### config.mk
export PLATFORM = sky130hd
export DESIGN_NAME = telemetry_frame_builder_crc8_core
export DESIGN_NICKNAME = d
export VERILOG_FILES = /design/src/rtl/tfb_pkg.sv /design/src/rtl/telemetry_frame_builder_crc8_core.sv /design/src/rtl/tfb_front.sv /design/src/rtl/tfb_queue.sv /design/src/rtl/tfb_back.sv
export SDC_FILE = /design/constraint.sdc
export NUM_CORES = 1
export LEC_CHECK = 0
export ABC_AREA = 1
export BUFFER_PORTS_ARGS = -buffer_cell sky130_fd_sc_hd__buf_2
export CELL_PAD_IN_SITES_DETAIL_PLACEMENT = 1
export CELL_PAD_IN_SITES_GLOBAL_PLACEMENT = 2
export CORE_MARGIN = 2
export CORE_UTILIZATION = 40
export CTS_BUF_LIST = sky130_fd_sc_hd__clkbuf_8
export DETAILED_ROUTE_END_ITERATION = 7
export PLACE_DENSITY = 0.82
export SLEW_MARGIN = 20
export SYNTH_ARGS = -nofsm -noshare
export SYNTH_HDL_FRONTEND = slang
export SYNTH_HIERARCHICAL = 1
export SYNTH_SLANG_ARGS = --single-unit
### constraint.sdc
create_clock -name i_clk -period 11.5 [get_ports i_clk]
set_input_delay 0.575 -clock i_clk [delete_from_list [all_inputs] [get_ports i_clk]]
set_output_delay 0.575 -clock i_clk [all_outputs]
set_load 0.1 [all_outputs]
### src/rtl/tfb_pkg.sv
// Shared types, constants and the CRC-8 byte step of the telemetry frame builder.
package tfb_pkg;

    localparam int unsigned BYTE_W        = 8;
    localparam int unsigned WORD_W        = 32;
    localparam int unsigned FRAME_BYTES   = 16;
    localparam int unsigned CRC_SPAN      = FRAME_BYTES - 1;
    localparam int unsigned BODY_W        = CRC_SPAN * BYTE_W;
    localparam int unsigned IDX_W         = $clog2(FRAME_BYTES);
    localparam int unsigned CFG_INDEX_W   = 8;
    localparam int unsigned QUEUE_DEPTH   = 2;

    localparam logic [BYTE_W-1:0] CRC_POLY = 8'h31;
    localparam logic [BYTE_W-1:0] CRC_INIT = 8'h00;
    localparam logic [IDX_W-1:0]  CRC_POS  = IDX_W'(CRC_SPAN);

    localparam logic [CFG_INDEX_W-1:0] CFG_HEADER_FIRST  = 8'd0;
    localparam logic [CFG_INDEX_W-1:0] CFG_HEADER_SECOND = 8'd1;
    localparam logic [CFG_INDEX_W-1:0] CFG_FLAG_BYTE     = 8'd2;

    // Frame body, byte 0 in bits [7:0], byte 14 in the top byte.
    typedef struct packed {
        logic [BODY_W-1:0] body;
    } t_frame;

    function automatic logic [BYTE_W-1:0] crc8_step(
        input logic [BYTE_W-1:0] crc,
        input logic [BYTE_W-1:0] data
    );
        logic [BYTE_W-1:0] c;
        c = crc ^ data;
        for (int k = 0; k < BYTE_W; k++) begin
            if (c[BYTE_W-1]) begin
                c = {c[BYTE_W-2:0], 1'b0} ^ CRC_POLY;
            end else begin
                c = {c[BYTE_W-2:0], 1'b0};
            end
        end
        return c;
    endfunction

endpackage

### src/rtl/telemetry_frame_builder_crc8_core.sv
// Top level: telemetry frame builder with CRC-8, front end, queue and serializer.
// Accepted items enter the queue; the serializer pops each and sends its 16 bytes back to back.
// The serializer emits one byte per cycle while a frame is active.
// The queue holds QUEUE_DEPTH frames; busy is high while it is full or reset is asserted.
// Reset (synchronous, active low) clears the header/flag registers, the queue and the serializer.
// Results cannot be stalled: each byte is valid for exactly one cycle.
module telemetry_frame_builder_crc8_core #(
    parameter int unsigned QUEUE_DEPTH = tfb_pkg::QUEUE_DEPTH
) (
    input  logic                             i_clk,
    input  logic                             i_rst_n,
    input  logic                             i_cfg_we,
    input  logic [tfb_pkg::CFG_INDEX_W-1:0]  i_cfg_index,
    input  logic [tfb_pkg::BYTE_W-1:0]       i_cfg_data,
    input  logic                             i_start,
    output logic                             o_busy,
    input  logic [tfb_pkg::WORD_W-1:0]       i_frame_count,
    input  logic [tfb_pkg::WORD_W-1:0]       i_breath_bits,
    input  logic [tfb_pkg::WORD_W-1:0]       i_heart_bits,
    output logic                             o_strobe,
    output logic [tfb_pkg::BYTE_W-1:0]       o_frame_byte,
    output logic                             o_last_byte
);

    logic            w_push;
    logic            w_pop;
    logic            w_full;
    logic            w_empty;
    tfb_pkg::t_frame w_in_frame;
    tfb_pkg::t_frame w_out_frame;

    tfb_front u_front (
        .i_clk         (i_clk),
        .i_rst_n       (i_rst_n),
        .i_cfg_we      (i_cfg_we),
        .i_cfg_index   (i_cfg_index),
        .i_cfg_data    (i_cfg_data),
        .i_start       (i_start),
        .i_full        (w_full),
        .i_frame_count (i_frame_count),
        .i_breath_bits (i_breath_bits),
        .i_heart_bits  (i_heart_bits),
        .o_push        (w_push),
        .o_frame       (w_in_frame)
    );

    tfb_queue #(
        .DEPTH (QUEUE_DEPTH)
    ) u_queue (
        .i_clk   (i_clk),
        .i_rst_n (i_rst_n),
        .i_push  (w_push),
        .i_frame (w_in_frame),
        .i_pop   (w_pop),
        .o_frame (w_out_frame),
        .o_full  (w_full),
        .o_empty (w_empty)
    );

    tfb_back u_back (
        .i_clk        (i_clk),
        .i_rst_n      (i_rst_n),
        .i_empty      (w_empty),
        .i_frame      (w_out_frame),
        .o_pop        (w_pop),
        .o_strobe     (o_strobe),
        .o_frame_byte (o_frame_byte),
        .o_last_byte  (o_last_byte)
    );

    assign o_busy = w_full || !i_rst_n;

endmodule

### src/rtl/tfb_front.sv
// Front end: configuration registers, item acceptance and frame body assembly.
module tfb_front (
    input  logic                               i_clk,
    input  logic                               i_rst_n,
    input  logic                               i_cfg_we,
    input  logic [tfb_pkg::CFG_INDEX_W-1:0]    i_cfg_index,
    input  logic [tfb_pkg::BYTE_W-1:0]         i_cfg_data,
    input  logic                               i_start,
    input  logic                               i_full,
    input  logic [tfb_pkg::WORD_W-1:0]         i_frame_count,
    input  logic [tfb_pkg::WORD_W-1:0]         i_breath_bits,
    input  logic [tfb_pkg::WORD_W-1:0]         i_heart_bits,
    output logic                               o_push,
    output tfb_pkg::t_frame                    o_frame
);

    logic [tfb_pkg::BYTE_W-1:0] r_header_first;
    logic [tfb_pkg::BYTE_W-1:0] r_header_second;
    logic [tfb_pkg::BYTE_W-1:0] r_flag_byte;

    always_ff @(posedge i_clk) begin
        if (!i_rst_n) begin
            r_header_first  <= '0;
            r_header_second <= '0;
            r_flag_byte     <= '0;
        end else if (i_cfg_we) begin
            case (i_cfg_index)
                tfb_pkg::CFG_HEADER_FIRST:  r_header_first  <= i_cfg_data;
                tfb_pkg::CFG_HEADER_SECOND: r_header_second <= i_cfg_data;
                tfb_pkg::CFG_FLAG_BYTE:     r_flag_byte     <= i_cfg_data;
                default: ;
            endcase
        end
    end

    assign o_push       = i_rst_n && i_start && !i_full;
    assign o_frame.body = {i_heart_bits, i_breath_bits, i_frame_count,
                           r_flag_byte, r_header_second, r_header_first};

endmodule

### src/rtl/tfb_queue.sv
// Short frame queue between the front end and the serializer.
module tfb_queue #(
    parameter int unsigned DEPTH = tfb_pkg::QUEUE_DEPTH
) (
    input  logic            i_clk,
    input  logic            i_rst_n,
    input  logic            i_push,
    input  tfb_pkg::t_frame i_frame,
    input  logic            i_pop,
    output tfb_pkg::t_frame o_frame,
    output logic            o_full,
    output logic            o_empty
);

    localparam int unsigned PTR_W = (DEPTH > 1) ? $clog2(DEPTH) : 1;
    localparam int unsigned CNT_W = $clog2(DEPTH + 1);
    localparam logic [PTR_W-1:0] LAST_PTR = PTR_W'(DEPTH - 1);
    localparam logic [CNT_W-1:0] FULL_CNT = CNT_W'(DEPTH);

    tfb_pkg::t_frame  r_mem [DEPTH];
    logic [PTR_W-1:0] r_wr_ptr;
    logic [PTR_W-1:0] r_rd_ptr;
    logic [CNT_W-1:0] r_count;
    logic [CNT_W-1:0] n_count;

    always_comb begin
        n_count = r_count;
        if (i_push && !i_pop) begin
            n_count = r_count + 1'b1;
        end else if (i_pop && !i_push) begin
            n_count = r_count - 1'b1;
        end
    end

    always_ff @(posedge i_clk) begin
        if (i_push) begin
            r_mem[r_wr_ptr] <= i_frame;
        end
    end

    always_ff @(posedge i_clk) begin
        if (!i_rst_n) begin
            r_wr_ptr <= '0;
            r_rd_ptr <= '0;
            r_count  <= '0;
        end else begin
            if (i_push) begin
                r_wr_ptr <= (r_wr_ptr == LAST_PTR) ? '0 : r_wr_ptr + 1'b1;
            end
            if (i_pop) begin
                r_rd_ptr <= (r_rd_ptr == LAST_PTR) ? '0 : r_rd_ptr + 1'b1;
            end
            r_count <= n_count;
        end
    end

    assign o_frame = r_mem[r_rd_ptr];
    assign o_full  = (r_count == FULL_CNT);
    assign o_empty = (r_count == '0);

`ifndef SYNTHESIS
    a_no_overflow: assert property (@(posedge i_clk) disable iff (!i_rst_n)
        r_count <= FULL_CNT)
        else $error("queue count beyond depth");
    a_no_underflow: assert property (@(posedge i_clk) disable iff (!i_rst_n)
        i_pop |-> !o_empty)
        else $error("pop from empty queue");
    a_no_push_full: assert property (@(posedge i_clk) disable iff (!i_rst_n)
        i_push |-> !o_full)
        else $error("push into full queue");
`endif

endmodule

### src/rtl/tfb_back.sv
// Serializer: while a frame is active, emits one frame byte per cycle and the running CRC-8 as the last byte.
module tfb_back (
    input  logic                       i_clk,
    input  logic                       i_rst_n,
    input  logic                       i_empty,
    input  tfb_pkg::t_frame            i_frame,
    output logic                       o_pop,
    output logic                       o_strobe,
    output logic [tfb_pkg::BYTE_W-1:0] o_frame_byte,
    output logic                       o_last_byte
);

    logic                        r_active;
    logic [tfb_pkg::IDX_W-1:0]   r_idx;
    logic [tfb_pkg::BODY_W-1:0]  r_data;
    logic [tfb_pkg::BYTE_W-1:0]  r_crc;
    logic                        r_strobe;
    logic [tfb_pkg::BYTE_W-1:0]  r_byte;
    logic                        r_last;
    logic                        w_at_crc;
    logic [tfb_pkg::BYTE_W-1:0]  w_cur;

    assign w_at_crc = (r_idx == tfb_pkg::CRC_POS);
    assign w_cur    = w_at_crc ? r_crc : r_data[tfb_pkg::BYTE_W-1:0];
    assign o_pop    = (!r_active || w_at_crc) && !i_empty;

    always_ff @(posedge i_clk) begin
        if (!i_rst_n) begin
            r_active <= 1'b0;
            r_idx    <= '0;
            r_strobe <= 1'b0;
            r_last   <= 1'b0;
        end else begin
            r_strobe <= r_active;
            r_last   <= r_active && w_at_crc;
            if (o_pop) begin
                r_active <= 1'b1;
                r_idx    <= '0;
            end else if (r_active) begin
                r_idx <= r_idx + 1'b1;
                if (w_at_crc) begin
                    r_active <= 1'b0;
                end
            end
        end
    end

    always_ff @(posedge i_clk) begin
        r_byte <= w_cur;
        if (o_pop) begin
            r_data <= i_frame.body;
            r_crc  <= tfb_pkg::CRC_INIT;
        end else if (r_active) begin
            r_data <= r_data >> tfb_pkg::BYTE_W;
            r_crc  <= tfb_pkg::crc8_step(r_crc, r_data[tfb_pkg::BYTE_W-1:0]);
        end
    end

    assign o_strobe     = r_strobe;
    assign o_frame_byte = r_byte;
    assign o_last_byte  = r_last;

`ifndef SYNTHESIS
    a_last_strobed: assert property (@(posedge i_clk) disable iff (!i_rst_n)
        r_last |-> r_strobe)
        else $error("last byte without strobe");
    a_mid_frame_runs: assert property (@(posedge i_clk) disable iff (!i_rst_n)
        (r_active && !w_at_crc) |=> r_active)
        else $error("frame stopped before its last byte");
    a_last_follows: assert property (@(posedge i_clk) disable iff (!i_rst_n)
        (r_active && w_at_crc) |=> (r_last && r_strobe))
        else $error("crc byte not marked last");
`endif

endmodule

# Yosys cells after proc, flatten, opt, wreduce, memory -nomap -nowiden
# Memory sizes are Yosys's and may differ from the RTL's. A register that Yosys moved wholly into a read port is not among the register bits.
# Cells that the tools add are included.
word_totals:
  out_inout_bits: 11
  mem_bits_rw: 240
  mem_count: 1
  in_bits: 116
  ff_bits: 171
classes:
  eq_ne: 4
  addsub: 5
  muxes: 36
  n_reduce_logical: 22
  bitwise_logic: 10
memory_table:
  columns: ["memory", "depth", "width", "read_ports", "rd_clocked_by_memory_dff", "write_ports", "line", "source"]
  rows:
  - ["u_queue.r_mem", 2, 120, 1, 1, 1, "tfb_queue.sv:20", "tfb_pkg::t_frame r_mem [DEPTH];"]
ops:
  columns: ["operator", "count"]
  rows:
  - ["2-to-1 mux 120 bit", 2]
  - ["2-to-1 mux 8 bit", 15]
  - ["2-to-1 mux 6 bit", 8]
  - ["NOT 3 bit", 8]
  - ["2-to-1 mux 1 bit", 9]
  - ["equality test 8 x 1 -> 1 bit (second input constant)", 1]
  - ["equality test 8 x 2 -> 1 bit (second input constant)", 1]
  - ["zero test 8 bit", 1]
  - ["XOR 8 bit", 1]
  - ["logical AND 1 bit", 6]
  - ["zero test 1 bit", 6]
  - ["AND reduction 2 bit", 3]
  - ["adder 4 x 1 -> 4 bit (second input constant)", 1]
  - ["equality test 4 bit (second input constant)", 1]
  - ["2-to-1 mux 2 bit", 2]
  - ["nonzero test 2 bit", 2]
  - ["adder 1 bit (second input constant)", 2]
  - ["adder 2 x 1 -> 2 bit (second input constant)", 1]
  - ["equality test 2 bit (second input constant)", 1]
  - ["zero test 2 bit", 1]
  - ["logical OR 1 bit", 2]
  - ["OR reduction 2 bit", 1]
  - ["subtractor 2 x 1 -> 2 bit (second input constant)", 1]
  - ["NOT 1 bit", 1]

# Depth between registers and ports, before layout
depth:
  depth_word: 31
  mapped_depth: 14

# By module
# Netlist, hierarchy kept.
by_module_without_submodules:
  columns: ["mod", "instances", "cells_each", "seq_area_each_um2", "area_per_inst_um2"]
  rows:
  - ["tfb_queue", 1, 408, 7307.0, 8919.8]
  - ["tfb_back", 1, 672, 4063.9, 6211.0]
  - ["tfb_front", 1, 252, 480.5, 1831.8]
  - ["telemetry_frame_builder_crc8_core", 1, 2, 0.0, 7.5]

# Worst setup path before layout
# OpenSTA, ideal clock, no wires.
synth_timing:
  kind: "input to register"
  start: "input port i_rst_n"
  end: "memory u_queue/r_mem[0][0] in the netlist's numbering (enable)"
  arrival_time_ps: 6004
  stages: 5
  slack_ps: 4895
  setup_ps: 601
  path_cell_list: "buf_2 -> nand2_1 -> nor2_1 -> inv_1 -> nor2_1"
synth_between:
  elab_chain_len: 4
synth_lines:
  columns: ["element", "line", "source"]
  rows:
  - ["start: declaration", "telemetry_frame_builder_crc8_core.sv:11", "input logic i_rst_n,"]
  - ["logical AND 1 bit (2 in series)", "tfb_front.sv:36", "assign o_push = i_rst_n && i_start && !i_full;"]
  - ["via w_push", "telemetry_frame_builder_crc8_core.sv:25", "logic w_push;"]
  - ["2-to-1 mux 1 bit", "tfb_queue.sv:36", "if (i_push) begin"]
  - ["2-to-1 mux 1 bit (not written as such)", "tfb_queue.sv:37", "r_mem[r_wr_ptr] <= i_frame;"]
  - ["end: declaration", "tfb_queue.sv:20", null]
# The timed path passes the listed nets, and every way through them passes these cells.

# Worst setup path after layout
layout_timing:
  start: "register u_back.r_active"
  end: "register u_back/r_data[44] in the netlist's numbering (enable)"
layout_between:
  elab_chain_len: 4
layout_lines:
  columns: ["element", "line", "source"]
  rows:
  - ["start: declaration", "tfb_back.sv:13", "logic r_active;"]
  - ["start signal: assignment", "tfb_back.sv:29", "r_active <= 1'b0;"]
  - ["start signal: assignment", "tfb_back.sv:37", "r_active <= 1'b1;"]
  - ["start signal: assignment", "tfb_back.sv:42", "r_active <= 1'b0;"]
  - ["zero test 1 bit", "tfb_back.sv:25", "assign o_pop = (!r_active || w_at_crc) && !i_empty;"]
  - ["logical OR 1 bit", "tfb_back.sv:25", null]
  - ["logical AND 1 bit", "tfb_back.sv:25", null]
  - ["nonzero test 2 bit (no source line) *", null, null]
  - ["end signal: assignment", "tfb_back.sv:51", "r_data <= i_frame.body;"]
  - ["end signal: assignment", "tfb_back.sv:54", "r_data <= r_data >> tfb_pkg::BYTE_W;"]
  - ["end: declaration", "tfb_back.sv:15", "logic [tfb_pkg::BODY_W-1:0] r_data;"]
# Mark *: on every way between the ends. The rest lies on a longest branch, timed or not.
# A chain may end at the register's enable or synchronous reset.

==> impl_metrics.tcl <==
set metrics [dict create \
    drt-total-wl_um 35100 \
    start_kind "flop" \
    synth_cell_types 27 \
    switching_share 0.342 \
    core-area_mm2 0.0419 \
    clock.fmax_mhz 330 \
    cts_tree "done" \
    grt_pass1_vias 10172 \
    yosys-top-cells-count "nand2_1, edfxtp_1, mux2_2" \
    drc 0 \
    p_leak_uw 0.00739 \
    combPwrFrac 0.268 \
    vias_per_cell 4.78 \
    clkTransAtPathRegs_ns 0.06 \
    hp-class "input port to flop" \
    slowest_stage "buf_4" \
    dr_total_vias 9495 \
    yosysTopAreaCellShare 0.637 \
    dieArea_mm2 0.0441 \
    numCtsBuffers 70 \
    max_cap_viol_count 0 \
    switching_power_uw 1650 \
    cts_max_path_buffers 3 \
    relSlewSlack 0.367 \
    start_util 0.405 \
    htree_levels 3 \
    async_flop_share 0 \
    utilization 0.443 \
    hold_viol_final 0 \
    fin_crit_ns 3.03 \
    cp.arrival_ns 3.25 \
    cts.sinks 412 \
    cts_resized 0 \
    cp_cell_sequence "inv_1 -> nand2_4 -> buf_4" \
    final_max_slew_viol_count 0 \
    slowest_delay_ns 0.86 \
    grt_use_total 0.164 \
    cts_root_buf "clkbuf_8" \
    postSynthCellCount 1334 \
    syn_area_mm2 0.0170 \
    synthToLayoutAreaGrowth_pct 9.58 \
    grt_pass1_wl_um 55800 \
    intPower_uw 3180 \
    cts_setup_buffers 0 \
    place_hpwl_um 21300 \
    worstSetupEndpointType "flop" \
    firstDrtPassIters 4 \
    synthTopCellsByArea "edfxtp_1, nand2_1, mux2_2, dfxtp_1, buf_4" \
    crit_type "flop to flop" \
    drt_iter0_markers 480 \
    grt_setup_unrepaired "no" \
    setup_viol 0 \
    syn_area_per_cell_um2 12.7 \
    grt_remaining_overflow 0 \
    fin_total_pwr_uw 4830 \
    cellPowerDensity_mw_per_mm2 260 \
    grt_max_degree 78 \
    rows 75 \
    outcome "finished, final reports clean" \
    final.period_utilization 0.263 \
    die_x_um 210 \
    critPathMaxFanout 67 \
    peakVddDrop_uv 220 \
    syn_nets 1452 \
    required_ns 11.72 \
    ios 127 \
    ys_seq_area_frac 0.698 \
    fin_ws_ns 8.47 \
    finClkSkew_ns 0.0262 \
    finalNetCount 1513 \
    setup_tns_ns 0 \
    synth_top_area_cell "edfxtp_1" \
    hold_buffers 0 \
    yosysMostFrequentCell "nand2_1" \
    p_clk_frac 0.254 \
    synth_ff_type "edfxtp_1" \
    ys_ff_latch 412 \
    dp_slack_ns 8.16 \
    pwr-share-seq 0.477 \
    antenna_found_initial 0 \
    globalplace.congestion 0.729 \
    synth_edf_count 360 \
    layout-drive-gt1-share 0.251 \
    port_buffers 126 \
    yosysWarnings 6 \
    die_h_um 210 \
    post_drt_wl_per_cell_um 17.6 \
    ant_nets 0 \
    diodes 0 \
    clk_latency_ns 0.62 \
    worstMarginPinSlew_ns 0.949 \
]
worst max-delay path: cells and delay by family, from the launching register on:
kind	cells	cell delay, ns
buffers and inverters	2	1.20
DFF	1	0.74
and+or+nand+nor	1	0.65
worst paths after layout:
check / cells past startpoint / slack (ns) / from / end
max: 3 / 8.47 / u_back/r_active$_SDFF_PN0_ / u_back/r_data[44]$_DFFE_PP_
min: 1 / 0.14 / i_heart_bits[17] / u_queue/r_mem[0][105]$_DFFE_PP_
min reg2reg: 0 / 0.46 / u_front/r_flag_byte[2]$_SDFFE_PN0P_ / u_queue/r_mem[1][18]$_DFFE_PP_
max reg2reg: 3 / 8.47 / u_back/r_active$_SDFF_PN0_ / u_back/r_data[44]$_DFFE_PP_
per-stage QoR:
step	hold WS (ns)	instance area (um2)	cells
final	0.140	18600	1988
after global routing	0.0853	18600	1988
after CTS	0.0721	18600	1988
after detailed placement	0.451	17300	1862
after global placement	0.436	17300	1862
after floorplan	0.426	17000	1334
layout make-up:
cell class              instances  area [um2]
fillers                      4372       23400
flip-flops and latches        412       11900
repair buffers                134         698
inverters                      56         215
clock buffers                  76        1050
multi-input cells             721        3850
clock inverters                50         253
well taps                     539         674
flip-flops by register name, summed over array words and instances (netlist names), named ones only:
register	count
u_queue/r_wr_ptr	1
u_front/r_flag_byte	8
u_queue/r_count	2
u_back/r_idx	4
u_queue/r_rd_ptr	1
u_back/r_data	120
u_back/r_active	1
u_back/o_strobe	1
u_back/o_last_byte	1
u_back/o_frame_byte	8
u_front/r_header_second	8
u_front/r_header_first	8
u_back/r_crc	8
u_queue/r_mem	240
power by group through the flow:
| stage | sequential [uW] | combinational, uW | clock, uW |
|---|---|---|---|
| floorplan | 2370 | 973 | 0 |
| global placement | 2320 | 1290 | 0 |
| detailed placement | 2340 | 1330 | 0 |
| CTS | 2310 | 1330 | 1270 |
| global route | 2350 | 1460 | 1330 |
| finish | 2310 | 1300 | 1230 |
kinds of logic after synthesis:
logic type,Yosys count,share of synthesized area
DFF,412,0.698
adders and majority gates,2,0.00147
AOI/OAI and AO/OA,33,0.0102
buffers and inverters,201,0.0754
and+or+nand+nor,556,0.129
muxes,123,0.0816
xor gates and xnor gates,7,0.00361
per-layer routing:
metal  global-route usage  part of all wire  up-vias
met4               0.0540             0.021        0
li1                     -                 -     4550
met5                    0                 0        -
met2                0.268              0.48      177
met1                0.217              0.46     4704
met3               0.0358             0.038       64
cell usage in the layout, fill, tap and decap left out, types with 3 or more instances in the layout:
master / n
clkinv_2: 5
buf_4: 6
nand2_1: 448
clkinv_1: 17
a21oi_1: 21
nor2_4: 6
mux2_2: 123
dfxtp_1: 51
edfxtp_1: 360
inv_2: 3
nand3_1: 37
inv_1: 72
xor2_1: 4
o21ai_0: 9
xnor2_1: 3
buf_2: 126
clkbuf_8: 76
nor2_1: 57
Note: power is estimated with default switching activity, not from simulation.
